`config.mk`:
```
export PLATFORM = sky130hd
export DESIGN_NAME = jit_opcode_allowlist_predecoder_flat
export DESIGN_NICKNAME = d
export VERILOG_FILES = /design/src/rtl/jopa_pkg.sv /design/src/rtl/jopa_if.sv /design/src/rtl/jopa_decode.sv /design/src/rtl/jit_opcode_allowlist_predecoder.sv /design/src/flat_wrapper.sv
export SDC_FILE = /design/constraint.sdc
export NUM_CORES = 1
export LEC_CHECK = 0
export BUFFER_PORTS_ARGS = -buffer_cell sky130_fd_sc_hd__buf_2
export CORE_MARGIN = 4
export CORE_UTILIZATION = 40
export CTS_CLUSTER_DIAMETER = 200
export DETAILED_ROUTE_END_ITERATION = 8
export PLACE_DENSITY_LB_ADDON = 0.08
export SLEW_MARGIN = 10
export SYNTH_ARGS = -nofsm -noshare
export SYNTH_HDL_FRONTEND = slang
export SYNTH_HIERARCHICAL = 1
export SYNTH_SLANG_ARGS = --single-unit
```
`constraint.sdc`:
```
create_clock -name clock -period 12.4 [get_ports clock]
set_clock_uncertainty 0.1 [all_clocks]
set_input_delay 0 -clock clock [delete_from_list [all_inputs] [get_ports clock]]
set_output_delay 0 -clock clock [all_outputs]
set_load 0.01 [all_outputs]
```
`src/rtl/jopa_pkg.sv`:
```
// Shared types and constants for the opcode allow-list predecoder.
// No dependencies.
`default_nettype none

package jopa_pkg;

   // Opcode group selectors (bits 15..12)
   localparam logic [3:0] GRP_MOVE_B  = 4'h1;
   localparam logic [3:0] GRP_MOVE_L  = 4'h2;
   localparam logic [3:0] GRP_MOVE_W  = 4'h3;
   localparam logic [3:0] GRP_MISC    = 4'h4;
   localparam logic [3:0] GRP_BRANCH  = 4'h6;
   localparam logic [3:0] GRP_MOVEQ   = 4'h7;
   localparam logic [3:0] GRP_OR      = 4'h8;
   localparam logic [3:0] GRP_SUB     = 4'h9;
   localparam logic [3:0] GRP_CMP     = 4'hB;
   localparam logic [3:0] GRP_AND     = 4'hC;
   localparam logic [3:0] GRP_ADD     = 4'hD;

   // LEA match
   localparam logic [15:0] LEA_MASK  = 16'hF1C0;
   localparam logic [15:0] LEA_MATCH = 16'h41C0;

   // Selectors inside the misc group
   localparam logic [3:0] MISC_SEL_TST = 4'hA;
   localparam logic [3:0] MISC_SEL_CLR = 4'h2;

   // Effective address modes
   localparam logic [2:0] EA_DREG     = 3'd0;
   localparam logic [2:0] EA_AREG     = 3'd1;
   localparam logic [2:0] EA_IND      = 3'd2;
   localparam logic [2:0] EA_DISP     = 3'd5;
   localparam logic [2:0] EA_SPECIAL  = 3'd7;
   localparam logic [2:0] EA_REG_IMM  = 3'd4;
   localparam logic [2:0] EA_REG_ABSL = 3'd1;

   // Size field value with no meaning for tst/clr
   localparam logic [1:0] SIZE_NONE = 2'd3;

   // Branch special cases
   localparam logic [3:0] COND_SUBR  = 4'h1;
   localparam logic [7:0] DISP_WORD  = 8'h00;
   localparam logic [7:0] DISP_LONG  = 8'hFF;
   localparam logic [9:0] PC_STEP    = 10'd2;

   // Operation kinds
   localparam logic [3:0] KIND_MOVE_DD   = 4'd0;
   localparam logic [3:0] KIND_MOVE_AD   = 4'd1;
   localparam logic [3:0] KIND_MOVE_ID   = 4'd2;
   localparam logic [3:0] KIND_MOVEA_DA  = 4'd3;
   localparam logic [3:0] KIND_MOVEA_AA  = 4'd4;
   localparam logic [3:0] KIND_MOVEA_IA  = 4'd5;
   localparam logic [3:0] KIND_LEA_DISP  = 4'd6;
   localparam logic [3:0] KIND_LEA_ABS   = 4'd7;
   localparam logic [3:0] KIND_TST       = 4'd8;
   localparam logic [3:0] KIND_CLR       = 4'd9;
   localparam logic [3:0] KIND_MOVEQ     = 4'd10;
   localparam logic [3:0] KIND_ALU       = 4'd11;
   localparam logic [3:0] KIND_BRANCH    = 4'd12;

   // ALU operations
   localparam logic [2:0] ALU_ADD = 3'd0;
   localparam logic [2:0] ALU_SUB = 3'd1;
   localparam logic [2:0] ALU_CMP = 3'd2;
   localparam logic [2:0] ALU_AND = 3'd3;
   localparam logic [2:0] ALU_OR  = 3'd4;

   // Cycle charges
   localparam logic [3:0] CYC_BASE        = 4'd4;
   localparam logic [3:0] CYC_CLR         = 4'd6;
   localparam logic [3:0] CYC_BRANCH_BYTE = 4'd8;
   localparam logic [3:0] CYC_BRANCH_WORD = 4'd12;

   // Operand sizes in bytes
   localparam logic [2:0] BYTES_NONE = 3'd0;
   localparam logic [2:0] BYTES_1    = 3'd1;
   localparam logic [2:0] BYTES_2    = 3'd2;
   localparam logic [2:0] BYTES_4    = 3'd4;

   typedef struct packed {
      logic        accepted;
      logic [3:0]  op_kind;
      logic [2:0]  alu_kind;
      logic [2:0]  source_reg;
      logic [2:0]  dest_reg;
      logic [2:0]  operand_bytes;
      logic [3:0]  base_cycles;
      logic [31:0] immediate;
      logic [3:0]  condition;
   } result_type;

   // 2-bit size field (0 byte, 1 word, 2 long) to bytes
   function automatic logic [2:0] size_bytes(input logic [1:0] sf);
      logic [2:0] b;
      case (sf)
         2'd0:    b = BYTES_1;
         2'd1:    b = BYTES_2;
         default: b = BYTES_4;
      endcase
      return b;
   endfunction

endpackage

`default_nettype wire

```
`src/rtl/jopa_if.sv`:
```
// Valid/ready channel interfaces for request and response items.
// No dependencies; field widths match jopa_pkg::result_type.
`default_nettype none

interface jopa_req_if;
   logic        valid;
   logic        ready;
   logic [15:0] opcode;
   logic [31:0] instr_addr;

   modport source (output valid, output opcode, output instr_addr, input ready);
   modport sink   (input valid, input opcode, input instr_addr, output ready);
endinterface

interface jopa_rsp_if;
   logic        valid;
   logic        ready;
   logic        accepted;
   logic [3:0]  op_kind;
   logic [2:0]  alu_kind;
   logic [2:0]  source_reg;
   logic [2:0]  dest_reg;
   logic [2:0]  operand_bytes;
   logic [3:0]  base_cycles;
   logic [31:0] immediate;
   logic [3:0]  condition;

   modport source (output valid, output accepted, output op_kind, output alu_kind,
                   output source_reg, output dest_reg, output operand_bytes,
                   output base_cycles, output immediate, output condition,
                   input ready);
   modport sink   (input valid, input accepted, input op_kind, input alu_kind,
                   input source_reg, input dest_reg, input operand_bytes,
                   input base_cycles, input immediate, input condition,
                   output ready);
endinterface

`default_nettype wire

```
`src/rtl/jopa_decode.sv`:
```
// Combinational classifier for one instruction word.
// Depends on jopa_pkg.
`default_nettype none

module jopa_decode (
   input  wire logic [15:0]           opcode,
   input  wire logic [31:0]           instr_addr,
   output jopa_pkg::result_type       result
);
   import jopa_pkg::*;

   logic [3:0] grp;
   logic [2:0] smode, sreg, dmode, dreg;
   logic [1:0] sf;
   logic [3:0] sel;
   logic [7:0] disp;
   logic [9:0] br_offset;
   logic [31:0] br_target;
   logic [2:0] move_bytes;
   logic       move_imm;
   logic       lea_disp, lea_abs;
   logic       ok;
   result_type d;

   assign grp   = opcode[15:12];
   assign dreg  = opcode[11:9];
   assign dmode = opcode[8:6];
   assign smode = opcode[5:3];
   assign sreg  = opcode[2:0];
   assign sf    = opcode[7:6];
   assign sel   = opcode[11:8];
   assign disp  = opcode[7:0];

   assign move_imm = (smode == EA_SPECIAL) && (sreg == EA_REG_IMM);
   assign lea_disp = (smode == EA_IND) || (smode == EA_DISP);
   assign lea_abs  = (smode == EA_SPECIAL) && (sreg <= EA_REG_ABSL);

   // Word branch: target base is pc+2; short branch adds the signed byte too
   assign br_offset = (disp == DISP_WORD) ? PC_STEP
                                          : ({{2{disp[7]}}, disp} + PC_STEP);
   assign br_target = instr_addr + {{22{br_offset[9]}}, br_offset};

   always_comb begin
      case (grp)
         GRP_MOVE_B: move_bytes = BYTES_1;
         GRP_MOVE_L: move_bytes = BYTES_4;
         default:    move_bytes = BYTES_2;
      endcase
   end

   always_comb begin
      d  = '0;
      ok = 1'b0;
      case (grp)
         GRP_MOVE_B, GRP_MOVE_L, GRP_MOVE_W: begin
            ok = (dmode <= EA_AREG) && (smode <= EA_AREG || move_imm) &&
                 !(move_bytes == BYTES_1 && (smode == EA_AREG || dmode == EA_AREG));
            if (dmode == EA_AREG) begin
               d.op_kind = move_imm ? KIND_MOVEA_IA :
                           (smode == EA_AREG) ? KIND_MOVEA_AA : KIND_MOVEA_DA;
            end else begin
               d.op_kind = move_imm ? KIND_MOVE_ID :
                           (smode == EA_AREG) ? KIND_MOVE_AD : KIND_MOVE_DD;
            end
            d.source_reg    = sreg;
            d.dest_reg      = dreg;
            d.operand_bytes = move_bytes;
            d.base_cycles   = CYC_BASE;
         end
         GRP_MISC: begin
            if ((opcode & LEA_MASK) == LEA_MATCH) begin
               ok              = lea_disp || lea_abs;
               d.op_kind       = lea_disp ? KIND_LEA_DISP : KIND_LEA_ABS;
               d.source_reg    = sreg;
               d.dest_reg      = dreg;
               d.operand_bytes = BYTES_4;
               d.base_cycles   = CYC_BASE;
            end else if (sf != SIZE_NONE && smode == EA_DREG) begin
               d.operand_bytes = size_bytes(sf);
               if (sel == MISC_SEL_TST) begin
                  ok            = 1'b1;
                  d.op_kind     = KIND_TST;
                  d.source_reg  = sreg;
                  d.base_cycles = CYC_BASE;
               end else if (sel == MISC_SEL_CLR) begin
                  ok            = 1'b1;
                  d.op_kind     = KIND_CLR;
                  d.dest_reg    = sreg;
                  d.base_cycles = CYC_CLR;
               end
            end
         end
         GRP_BRANCH: begin
            ok          = (sel != COND_SUBR) && (disp != DISP_LONG);
            d.op_kind   = KIND_BRANCH;
            d.condition = sel;
            d.immediate = br_target;
            d.base_cycles = (disp == DISP_WORD) ? CYC_BRANCH_WORD : CYC_BRANCH_BYTE;
         end
         GRP_MOVEQ: begin
            ok              = !opcode[8];
            d.op_kind       = KIND_MOVEQ;
            d.dest_reg      = dreg;
            d.operand_bytes = BYTES_4;
            d.immediate     = {{24{disp[7]}}, disp};
            d.base_cycles   = CYC_BASE;
         end
         GRP_OR, GRP_SUB, GRP_CMP, GRP_AND, GRP_ADD: begin
            // register form only: Dn source, opmode 0..2
            ok = !dmode[2] && (dmode[1:0] != 2'd3) && (smode == EA_DREG);
            case (grp)
               GRP_OR:  d.alu_kind = ALU_OR;
               GRP_SUB: d.alu_kind = ALU_SUB;
               GRP_CMP: d.alu_kind = ALU_CMP;
               GRP_AND: d.alu_kind = ALU_AND;
               default: d.alu_kind = ALU_ADD;
            endcase
            d.op_kind       = KIND_ALU;
            d.source_reg    = sreg;
            d.dest_reg      = dreg;
            d.operand_bytes = size_bytes(dmode[1:0]);
            d.base_cycles   = CYC_BASE;
         end
         default: begin
            ok = 1'b0;
         end
      endcase
      if (ok) begin
         result          = d;
         result.accepted = 1'b1;
      end else begin
         result = '0;
      end
   end

endmodule

`default_nettype wire

```
`src/rtl/jit_opcode_allowlist_predecoder.sv`:
```
// Top level of the opcode allow-list predecoder: input register, decoder, result register.
// Depends on jopa_pkg, jopa_if and jopa_decode.
`default_nettype none

// One instruction word and its address go in per item; exactly one result item
// comes out, in order. The block sustains one item per clock while the response
// channel takes results: a word is captured in the input register, classified by
// a single pass of combinational decode (one 32-bit add for the branch target is
// the longest path), and the result is held in the result register until taken.
// A request passes through the input register and then the result register
// before its result shows on the response channel. Both stages advance
// whenever the stage ahead is empty or being drained, so a stalled response
// still leaves room for one more request. A word off the allow-list gives a
// result with every field zero. No configuration, no state between items.

module jit_opcode_allowlist_predecoder (
   input wire logic  clock,
   input wire logic  reset,
   jopa_req_if.sink   req_chan,
   jopa_rsp_if.source rsp_chan
);
   import jopa_pkg::*;

   // input register stage
   logic        in_valid_ff, in_valid_in;
   logic [15:0] in_opcode_ff;
   logic [31:0] in_addr_ff;
   logic        in_ready;

   // result register stage
   logic        out_valid_ff, out_valid_in;
   result_type  out_result_ff;
   logic        out_ready;

   result_type  decoded;

   // a stage can take a new item when empty or when its item leaves this cycle
   assign out_ready = !out_valid_ff || rsp_chan.ready;
   assign in_ready  = !in_valid_ff || out_ready;

   assign req_chan.ready = in_ready;

   assign in_valid_in  = req_chan.valid || (in_valid_ff && !out_ready);
   assign out_valid_in = (in_valid_ff && out_ready) || (out_valid_ff && !rsp_chan.ready);

   jopa_decode u_decode (
      .opcode     (in_opcode_ff),
      .instr_addr (in_addr_ff),
      .result     (decoded)
   );

   always_ff @(posedge clock) begin
      if (reset) begin
         in_valid_ff  <= 1'b0;
         out_valid_ff <= 1'b0;
      end else begin
         if (in_ready) begin
            in_valid_ff <= in_valid_in;
         end
         out_valid_ff <= out_valid_in;
      end
   end

   // payload, no reset
   always_ff @(posedge clock) begin
      if (req_chan.valid && in_ready) begin
         in_opcode_ff <= req_chan.opcode;
         in_addr_ff   <= req_chan.instr_addr;
      end
      if (in_valid_ff && out_ready) begin
         out_result_ff <= decoded;
      end
   end

   assign rsp_chan.valid         = out_valid_ff;
   assign rsp_chan.accepted      = out_result_ff.accepted;
   assign rsp_chan.op_kind       = out_result_ff.op_kind;
   assign rsp_chan.alu_kind      = out_result_ff.alu_kind;
   assign rsp_chan.source_reg    = out_result_ff.source_reg;
   assign rsp_chan.dest_reg      = out_result_ff.dest_reg;
   assign rsp_chan.operand_bytes = out_result_ff.operand_bytes;
   assign rsp_chan.base_cycles   = out_result_ff.base_cycles;
   assign rsp_chan.immediate     = out_result_ff.immediate;
   assign rsp_chan.condition     = out_result_ff.condition;

endmodule

`default_nettype wire

```
`src/flat_wrapper.sv`:
```
// flat-port wrapper written by rule: the top's interface ports become plain ports
module jit_opcode_allowlist_predecoder_flat import jopa_pkg::*;
  (clock, reset, req_chan_valid, req_chan_opcode, req_chan_instr_addr, req_chan_ready, rsp_chan_valid, rsp_chan_accepted, rsp_chan_op_kind, rsp_chan_alu_kind, rsp_chan_source_reg, rsp_chan_dest_reg, rsp_chan_operand_bytes, rsp_chan_base_cycles, rsp_chan_immediate, rsp_chan_condition, rsp_chan_ready);
  jopa_req_if req_chan_i ();
  jopa_rsp_if rsp_chan_i ();
  input wire logic clock;
  input wire logic reset;
  input wire logic [$bits(req_chan_i.valid)-1:0] req_chan_valid;
  input wire logic [$bits(req_chan_i.opcode)-1:0] req_chan_opcode;
  input wire logic [$bits(req_chan_i.instr_addr)-1:0] req_chan_instr_addr;
  output wire logic [$bits(req_chan_i.ready)-1:0] req_chan_ready;
  output wire logic [$bits(rsp_chan_i.valid)-1:0] rsp_chan_valid;
  output wire logic [$bits(rsp_chan_i.accepted)-1:0] rsp_chan_accepted;
  output wire logic [$bits(rsp_chan_i.op_kind)-1:0] rsp_chan_op_kind;
  output wire logic [$bits(rsp_chan_i.alu_kind)-1:0] rsp_chan_alu_kind;
  output wire logic [$bits(rsp_chan_i.source_reg)-1:0] rsp_chan_source_reg;
  output wire logic [$bits(rsp_chan_i.dest_reg)-1:0] rsp_chan_dest_reg;
  output wire logic [$bits(rsp_chan_i.operand_bytes)-1:0] rsp_chan_operand_bytes;
  output wire logic [$bits(rsp_chan_i.base_cycles)-1:0] rsp_chan_base_cycles;
  output wire logic [$bits(rsp_chan_i.immediate)-1:0] rsp_chan_immediate;
  output wire logic [$bits(rsp_chan_i.condition)-1:0] rsp_chan_condition;
  input wire logic [$bits(rsp_chan_i.ready)-1:0] rsp_chan_ready;
  assign req_chan_i.valid = req_chan_valid;
  assign req_chan_i.opcode = req_chan_opcode;
  assign req_chan_i.instr_addr = req_chan_instr_addr;
  assign req_chan_ready = req_chan_i.ready;
  assign rsp_chan_valid = rsp_chan_i.valid;
  assign rsp_chan_accepted = rsp_chan_i.accepted;
  assign rsp_chan_op_kind = rsp_chan_i.op_kind;
  assign rsp_chan_alu_kind = rsp_chan_i.alu_kind;
  assign rsp_chan_source_reg = rsp_chan_i.source_reg;
  assign rsp_chan_dest_reg = rsp_chan_i.dest_reg;
  assign rsp_chan_operand_bytes = rsp_chan_i.operand_bytes;
  assign rsp_chan_base_cycles = rsp_chan_i.base_cycles;
  assign rsp_chan_immediate = rsp_chan_i.immediate;
  assign rsp_chan_condition = rsp_chan_i.condition;
  assign rsp_chan_i.ready = rsp_chan_ready;
  jit_opcode_allowlist_predecoder u_core (.clock(clock), .reset(reset), .req_chan(req_chan_i), .rsp_chan(rsp_chan_i));
endmodule
```
; After elaboration in Yosys (flattened, before gate mapping)
; Index checks and enable logic that the tools add are counted.
[classes]
addsub = 2
eq_ne = 25
mux = 35
magnitude_cmp = 3
reduce_logical = 36
[op_table]
columns = op, n
row1 = $pmux W32 S2, 1
row2 = $mux W57, 1
row3 = $add A32 B32 Y32, 1
row4 = $mux W3, 10
row5 = $mux W13, 2
row6 = $eq A4 B4 Y1 const B, 6
row7 = $pmux W6 S4, 1
row8 = $mux W4, 5
row9 = $pmux W4 S5, 1
row10 = $pmux W3 S2, 3
row11 = $logic_and A1 B1 Y1, 13
row12 = $eq A4 B2 Y1 const B, 3
row13 = $eq A4 B3 Y1 const B, 3
row14 = $pmux W3 S4, 1
row15 = $pmux W4 S3, 1
row16 = $mux W10, 1
row17 = $add A8 B3 Y9 const B, 1
row18 = $eq A3 B1 Y1 const B, 3
row19 = $eq A3 B3 Y1 const B, 3
row20 = $le A3 B1 Y1 const B, 3
row21 = $reduce_or A9 Y1, 1
row22 = $logic_not A8 Y1, 1
row23 = $logic_or A1 B1 Y1, 8
row24 = $ne A8 B8 Y1 const B, 1
row25 = 16 further kinds, 27
[totals]
output_inout_bits = 59
ff_bits = 107
input_bits = 52
elab_cells = 114

; Longest topological paths before layout
; Gate-level depths: netlist of the first run.
[logic_depth]
ltp_word = 8
ltp_mapped = 14
ltp_nobuf = 13

; By module
; Netlist of the first run, hierarchy kept.
[modules_own_cells]
columns = module, n_inst, area_per_inst_um2, seq_area_each_um2, cells_each
row1 = jit_opcode_allowlist_predecoder, 1, 3256.9, 3193.1, 115
row2 = jopa_decode, 1, 3024.2, 0.0, 453

; Worst setup path before layout of the first run
; Ideal clock, no wire load.
[synth_path]
path_type = flip-flop to flip-flop
startpoint = register u_core.in_opcode_ff[1]
endpoint = register u_core.out_result_ff (netlist bit u_core/rsp_chan.immediate[29]), data pin
setup_slack_ps = 7805
arrival_ps = 4229
stages_incl_launch_ff = 14
t_required_ps = 12035
path_cell_list = edfxtp_1 -> buf_2 -> nand3_1 -> nor2_1 -> a21boi_0 -> ha_1 -> a21oi_2 -> nor3b_1 -> o21ai_0 -> a31oi_2 -> nor4_1 -> nand3b_1 -> and3_1 -> or3_1
[synth_via]
elab_chain_len = 6
[synth_rtl]
columns = element, line_no
row1 = start: declaration, jit_opcode_allowlist_predecoder.sv:26  ; logic [15:0] in_opcode_ff;
row2 = start signal: assignment, jit_opcode_allowlist_predecoder.sv:67  ; in_opcode_ff <= req_chan.opcode;
row3 = branches (longest 6 deep; another with $add A32 B32 Y32), --
row4 = end signal: assignment, jit_opcode_allowlist_predecoder.sv:71  ; out_result_ff <= decoded;
row5 = end: declaration, jit_opcode_allowlist_predecoder.sv:32  ; result_type out_result_ff;
; Parallel ways; which one is timed is not known.
; A chain may end at the register's enable or synchronous reset.

; Worst setup path after layout of the first run
[layout_path]
startpoint = register u_core.in_opcode_ff[4]
endpoint = register u_core.out_result_ff (netlist bit u_core/rsp_chan.immediate[29]), data pin
[layout_via]
elab_chain_len = 6
[layout_rtl]
columns = element
row1 = branches (longest 6 deep; another with $add A32 B32 Y32)
; Parallel ways; which one is timed is not known.

==> results of run 1 <==
cells in the final DEF, fill, tap and decap left out, drive strengths merged, types with 8 or more instances in the layout:
| master | Yosys | layout |
|---|---|---|
| nor2 | 41 | 41 |
| nand3 | 18 | 18 |
| clkbuf | 13 | 11 |
| nand4 | 8 | 8 |
| o21a | 9 | 9 |
| xnor2 | 13 | 13 |
| nand2b | 9 | 9 |
| nor3 | 17 | 17 |
| ha | 34 | 34 |
| and3 | 9 | 9 |
| buf | 16 | 114 |
| edfxtp | 105 | 105 |
| dlygate4sd3 | 0 | 51 |
| and2 | 10 | 10 |
| xor2 | 9 | 9 |
| inv | 15 | 15 |
| a31oi | 8 | 8 |
| nor3b | 8 | 8 |
| a21o | 16 | 16 |
| o21ai | 22 | 22 |
| nand2 | 35 | 35 |
| a21oi | 49 | 49 |
routing by layer:
layer | track usage | part of all wire | vias to the layer above
li1 | - | - | 2471
met1 | 0.2589 | 0.48 | 2454
met2 | 0.2903 | 0.45 | 181
met3 | 0.04079 | 0.060 | 25
met4 | 0.06514 | 0.018 | 0
met5 | 0 | 0 | -
per-stage QoR:
stage | worst slack (ns) | cell area (um^2)
finish | 8.535 | 7737
global route | 8.215 | 7737
CTS | 8.572 | 7737
detailed placement | 8.579 | 6964
global placement | 8.585 | 6964
floorplan | 7.805 | 6281
layout make-up:
cell class                 instances  area [um^2]
clock inverter                     5        30.03
tap                              211        264.0
timing repair buffer             165         1091
clock buffer                      11        232.7
sequential                       107         3193
multi-input combinational        416         2867
inverter                          16        60.06
fill                            1450         7577
logic make-up after synthesis:
logic type,synth area share
adders and majority gates,0.07092
buffers and inverters,0.03586
muxes,0.004781
and+or+nand+nor,0.1592
xor gates and xnor gates,0.03068
DFF,0.5084
other,0.0005970
AOI/OAI and AO/OA,0.1896
power by group through the flow:
| stage | clock [mW] | sequential [mW] | combinational, mW |
|---|---|---|---|
| global placement | 0 | 0.441 | 0.163 |
| finish | 0.261 | 0.434 | 0.179 |
| CTS | 0.272 | 0.434 | 0.178 |
| floorplan | 0 | 0.439 | 0.120 |
| detailed placement | 0 | 0.442 | 0.164 |
| global route | 0.285 | 0.436 | 0.199 |
worst min-delay path by stage:
| stage | start | cells after the start | endpoint |
|---|---|---|---|
| after detailed placement | req_chan_instr_addr[17] | 1 | u_core/in_addr_ff[17] |
| after floorplan | reset | 1 | u_core/in_valid_ff |
| after CTS | req_chan_instr_addr[11] | 2 | u_core/in_addr_ff[11] |
| after global placement | req_chan_opcode[13] | 1 | u_core/in_opcode_ff[13] |
| final | req_chan_valid | 2 | u_core/in_opcode_ff[6] |
| after global routing | req_chan_instr_addr[11] | 2 | u_core/in_addr_ff[11] |
what timing repair did:
| item | in CTS | in global routing |
|---|---|---|
| gates resized for setup | 0 | 0 |
| hold buffers | 51 | 0 |
| endpoints found under the hold margin | 50 | 0 |
| endpoints found under the setup margin | 0 | 0 |
==> results.py, run 1 <==
metrics = {
    "global_routing": {
        "grt-ovfl-total": 0,
        "grt_pass1_vias": 5117,
        "track_usage": 0.1867,
        "grt_pass1_wl_um": 26630,
        "antenna_found_initial": 0,
        "grt_max_degree": 58,
    },
    "worst_setup_path": {
        "rr_worst_depth": 13,
        "r2r_slack_ns": 8.54,
        "timing.rr.start": "u_core/in_opcode_ff[4]",
        "crit_end": "u_core/rsp_chan.immediate[29]",
        "cpPeakStageDelay_ns": 0.62,
        "cp_max_fo": 24,
        "crit_slowest_cell": "edfxtp_1",
        "rr_endpoint": "u_core/rsp_chan.immediate[29]",
        "crit_start": "u_core/in_opcode_ff[4]",
        "arrival_ns": 3.86,
        "crit_path_end_kind": "flop",
        "worst-setup-path-type": "flop to flop",
        "crit_chain": "nand2_1, nor2_1, a21boi_2, buf_4, ha_1, a21oi_2, nor3b_1, o21ai_0, a31oi_2, nor4_1, nand3b_1, and3_1, or3_1",
        "start_kind": "flop",
        "crit_required_ns": 12.40,
        "crit_cells": 13,
        "cpLargestDelayFamily": "simple AND/OR/NAND/NOR gates",
        "critical_path_buf_inv_count": 1,
    },
    "logic_synthesis": {
        "netlist_instances": 568,
        "synth_top_area_share": 0.5020,
        "yosys.area.top_type": "edfxtp_1",
        "synth_edf_count": 105,
        "synth_area_per_cell_um2": 11.06,
        "synth_area_um2": 6281,
        "syn_nets": 655,
        "synth-seq-cells": 107,
        "synth.yosys.seq_area_share": 0.5084,
        "ys.flop_type": "edfxtp_1",
        "synth_common_cells": "105 x edfxtp_1, 45 x a21oi_1, 41 x nor2_1",
        "synth.distinct_cells": 80,
        "synth_area_leaders": "edfxtp_1 50%, ha_1 6.8%, a21oi_1 3.6%",
        "yosysWarnings": 6,
        "async_flop_share": 0,
        "synth.most_common_cell": "edfxtp_1",
    },
    "route": {
        "wl_um": 16240,
        "drt_iter0_markers": 484,
        "dr.pass1.iters": 6,
        "ant_nets": 0,
        "vias": 5131,
        "vias_per_cell": 5.511,
        "wl_per_cell_um": 17.44,
        "drc": 0,
    },
    "timing": {
        "tightest_slew_ns": 0.7751,
        "fin_tns_setup_ns": 0,
        "hold_viol": 0,
        "layout_min_cycle_time_ns": 3.865,
        "setup_viol": 0,
        "drv_slew": 0,
        "relSlewSlack": 0.4833,
        "fmax_mhz": 258.7,
        "period_share": 0.3117,
        "rsz0062_at_grt": "no",
        "timing.hold.ws_ns": 0.2379,
    },
    "clock_network": {
        "cts_root_buf": "clkbuf_16",
        "cts_tree": "yes",
        "cts_buffers": 9,
        "clk_latency_ns": 0.35,
        "clk_path_buf_depth": 2,
        "cts.clk_slew.worst_paths_ns": 0.07,
        "cts_setup_buffers": 0,
        "cts_sinks": 107,
        "h-tree-depth": 3,
    },
    "status": {
        "status": "finished clean",
    },
    "layout": {
        "layout-drive-gt1-share": 0.2083,
        "area_growth_pct": 23.19,
        "fin_nets": 802,
        "fin_util": 0.5052,
        "finalNonFillerCells": 931,
        "diodes": 0,
    },
    "floorplanning": {
        "die_h_um": 133.3,
        "dieWidth_um": 133.3,
        "io_pins": 111,
        "design.die.area_um2": 17770,
        "initial_core_util": 0.4101,
        "core.rowCount": 45,
        "core_area_um2": 15310,
    },
    "flow_run": {
        "drv_cap": 0,
    },
    "placement": {
        "port_buffers": 110,
        "dp_hpwl_um": 11190,
        "place_congestion": 0.8201,
        "dp.cells": 864,
    },
    "pwr": {
        "power_density_nw_per_um2": 113.0,
        "p_int_mw": 0.6314,
        "combPwrFrac": 0.205,
        "p_leak_nw": 3.016,
        "p_switching_mw": 0.2428,
        "ir_worst_vdd_uv": 71.00,
        "clkPwrFrac": 0.299,
        "pwr-share-seq": 0.496,
        "finalPower_mw": 0.8742,
        "p_sw_frac": 0.2777,
    },
    "hold_path": {
        "hold_path_class": "input pin to flop",
    },
}
Power figures use the tool's default switching activity.
==> run 2, diff against run 1 <==
- clock period: 12.4 -> 3.9 ns (I/O delays scaled with it)
==> run 2 against run 1 <==
Compared with the run above:
- sequential power grew to 3.2 times the previous value
- non-clock buffer count grew 15
- first-iteration DRC count increased by 6.2%
- cell count grew 1.6%
- global-route usage increased by 0.53 points
- critical path type unchanged
- highest routed layer unchanged
==> results.py, run 2 (synthesized netlist as in run 1, its figures left out) <==
metrics = {
    "status": {
        "status": "finished clean",
    },
    "global_routing": {
        "grt_max_degree": 49,
        "antenna_found_initial": 0,
        "grt_pass1_wl_um": 27110,
        "track_usage": 0.1920,
        "grt_pass1_vias": 5141,
        "grt-ovfl-total": 0,
    },
    "route": {
        "drc": 0,
        "wl_um": 16790,
        "dr.pass1.iters": 5,
        "drt_iter0_markers": 514,
        "vias": 5201,
        "vias_per_cell": 5.498,
        "ant_nets": 0,
        "wl_per_cell_um": 17.75,
    },
    "clock_network": {
        "cts_tree": "yes",
        "cts_root_buf": "clkbuf_16",
        "cts_buffers": 9,
        "clk_latency_ns": 0.35,
        "clk_path_buf_depth": 2,
        "cts.clk_slew.worst_paths_ns": 0.07,
        "cts_sinks": 107,
        "h-tree-depth": 3,
    },
    "placement": {
        "port_buffers": 110,
        "pre_cts_ws_ns": 0.2091,
        "dp_hpwl_um": 11710,
        "place_congestion": 0.8597,
        "dp.cells": 873,
    },
    "layout": {
        "diodes": 0,
        "fin_nets": 817,
        "multiInputGateArea_um2": 2867,
        "finalNonFillerCells": 946,
        "area.sequential_um2": 3193,
        "final_common_cell": "buf_2",
        "layout-drive-gt1-share": 0.2259,
        "fin_util": 0.5162,
        "area_growth_pct": 25.86,
        "n_fill_cell": 1421,
        "final_cell_mix": "110 x buf_2, 105 x edfxtp_1, 51 x dlygate4sd3_1, 45 x a21oi_1, 41 x nor2_1",
    },
    "timing": {
        "setup_viol": 0,
        "tightest_slew_ns": 0.6974,
        "fmax_mhz": 274.1,
        "worst_slack_ns": 0.2511,
        "period_share": 0.9356,
        "drv_slew": 0,
        "fin_tns_setup_ns": 0,
        "relSlewSlack": 0.5351,
        "rsz0062_at_grt": "no",
        "layout_min_cycle_time_ns": 3.649,
        "hold_viol": 0,
    },
    "worst_setup_path": {
        "start_kind": "flop",
        "rr_endpoint": "u_core/rsp_chan.immediate[26]",
        "cpMostUsedCell": "a211o_1",
        "crit_path_end_kind": "flop",
        "rr_worst_depth": 13,
        "timing.rr.start": "u_core/in_opcode_ff[1]",
        "cpPeakStageDelay_ns": 0.44,
        "cpLargestDelayFamily": "compound AO/OA/AOI/OAI gates",
        "worst-setup-path-type": "flop to flop",
        "crit_start": "u_core/in_opcode_ff[1]",
        "r2r_slack_ns": 0.25,
        "crit_end": "u_core/rsp_chan.immediate[26]",
        "crit_required_ns": 4.02,
        "critical_path_buf_inv_count": 1,
        "crit_chain": "buf_4, nor3_1, and4b_1, nor2b_1, ha_1, a211o_1, o211ai_1, a21oi_2, a211o_1, o21ai_1, a21oi_1, or3_1, nand3_1",
        "arrival_ns": 3.77,
        "cp_max_fo": 5,
        "crit_cells": 13,
        "crit_slowest_cell": "edfxtp_1",
    },
    "floorplanning": {
        "die_h_um": 133.3,
        "dieWidth_um": 133.3,
        "core.rowCount": 45,
        "initial_core_util": 0.4101,
        "io_pins": 111,
        "core_area_um2": 15310,
        "design.die.area_um2": 17770,
    },
    "flow_run": {
        "drv_cap": 0,
    },
    "pwr": {
        "p_leak_nw": 3.115,
        "power_density_nw_per_um2": 373.8,
        "ir_worst_vdd_uv": 216.0,
    },
    "hold_path": {
        "hold_path_class": "input pin to flop",
    },
}
run 2: cell types whose count changed in the layout (fill, tap and decap cells not counted):
cell / delta
clkinv_4: -1
a21boi_1: +1
a21boi_0: -1
buf_4: +15
clkinv_1: -1
inv_6: +2
bufinv_16: +2
clkinv_2: -2
run 2: worst min path at each step:
| stage | slack, ns | from | depth (start not counted) | end |
|---|---|---|---|---|
| after CTS | 0.23 | req_chan_instr_addr[17] | 2 | u_core/in_addr_ff[17] |
| after floorplan | -0.04 | reset | 1 | u_core/in_valid_ff |
| after detailed placement | 0.08 | req_chan_instr_addr[1] | 1 | u_core/in_addr_ff[1] |
| after global placement | 0.08 | req_chan_opcode[13] | 1 | u_core/in_opcode_ff[13] |
| final | 0.24 | req_chan_valid | 2 | u_core/in_addr_ff[7] |
| after global routing | 0.24 | req_chan_instr_addr[23] | 2 | u_core/in_addr_ff[23] |
run 2: timing repair:
item | in CTS | in global routing
buffers inserted | 0 | 6
setup endpoints to repair | 0 | 3
gates resized for setup | 0 | 1
hold buffers | 51 | 0
hold endpoints to repair | 50 | 0
run 2: per-layer routing:
layer	GRT usage	part of all wire	wire length, um	vias up
met3	0.03588	0.052	865	20
met2	0.2999	0.45	7638	191
met5	0	0	0	-
met4	0.05771	0.015	260	0
li1	-	-	-	2507
met1	0.2731	0.48	8029	2483
run 2: area by class of cell:
type	instances	share of cell area
flip-flops and latches	107	0.4039
repair buffers	180	0.1523
multi-input cells	416	0.3626
clock buffers	11	0.02944
clock inverters	5	0.01076
well taps	211	0.03340
inverters	16	0.007597
run 2: per-stage QoR:
| stage | instance area (um^2) | total power, mW | hold slack [ns] |
|---|---|---|---|
| after detailed placement | 7032 | 1.938 | 0.07810 |
| final | 7905 | 2.955 | 0.2401 |
| after global routing | 7905 | 3.098 | 0.2410 |
| after global placement | 7032 | 1.934 | 0.07648 |
| after floorplan | 6285 | 1.779 | -0.03756 |
| after CTS | 7860 | 2.974 | 0.2287 |
run 2: worst register-to-register path, stage by stage, from the launching register on:
cell      delay [ns]
edfxtp_1        0.44
buf_4           0.17
nor3_1          0.18
and4b_1         0.31
nor2b_1         0.08
ha_1            0.34
a211o_1         0.29
o211ai_1        0.25
a21oi_2         0.19
a211o_1         0.33
o21ai_1         0.23
a21oi_1         0.16
or3_1           0.36
nand3_1         0.10
run 2: power by group:
group	internal, mW	leakage (nW)	total [mW]	switching, mW
Clock	0.568	0.151	0.989	0.421
Sequential	1.33	0.994	1.37	0.0369
Combinational	0.253	1.97	0.596	0.343
Total	2.15	3.11	2.96	0.801
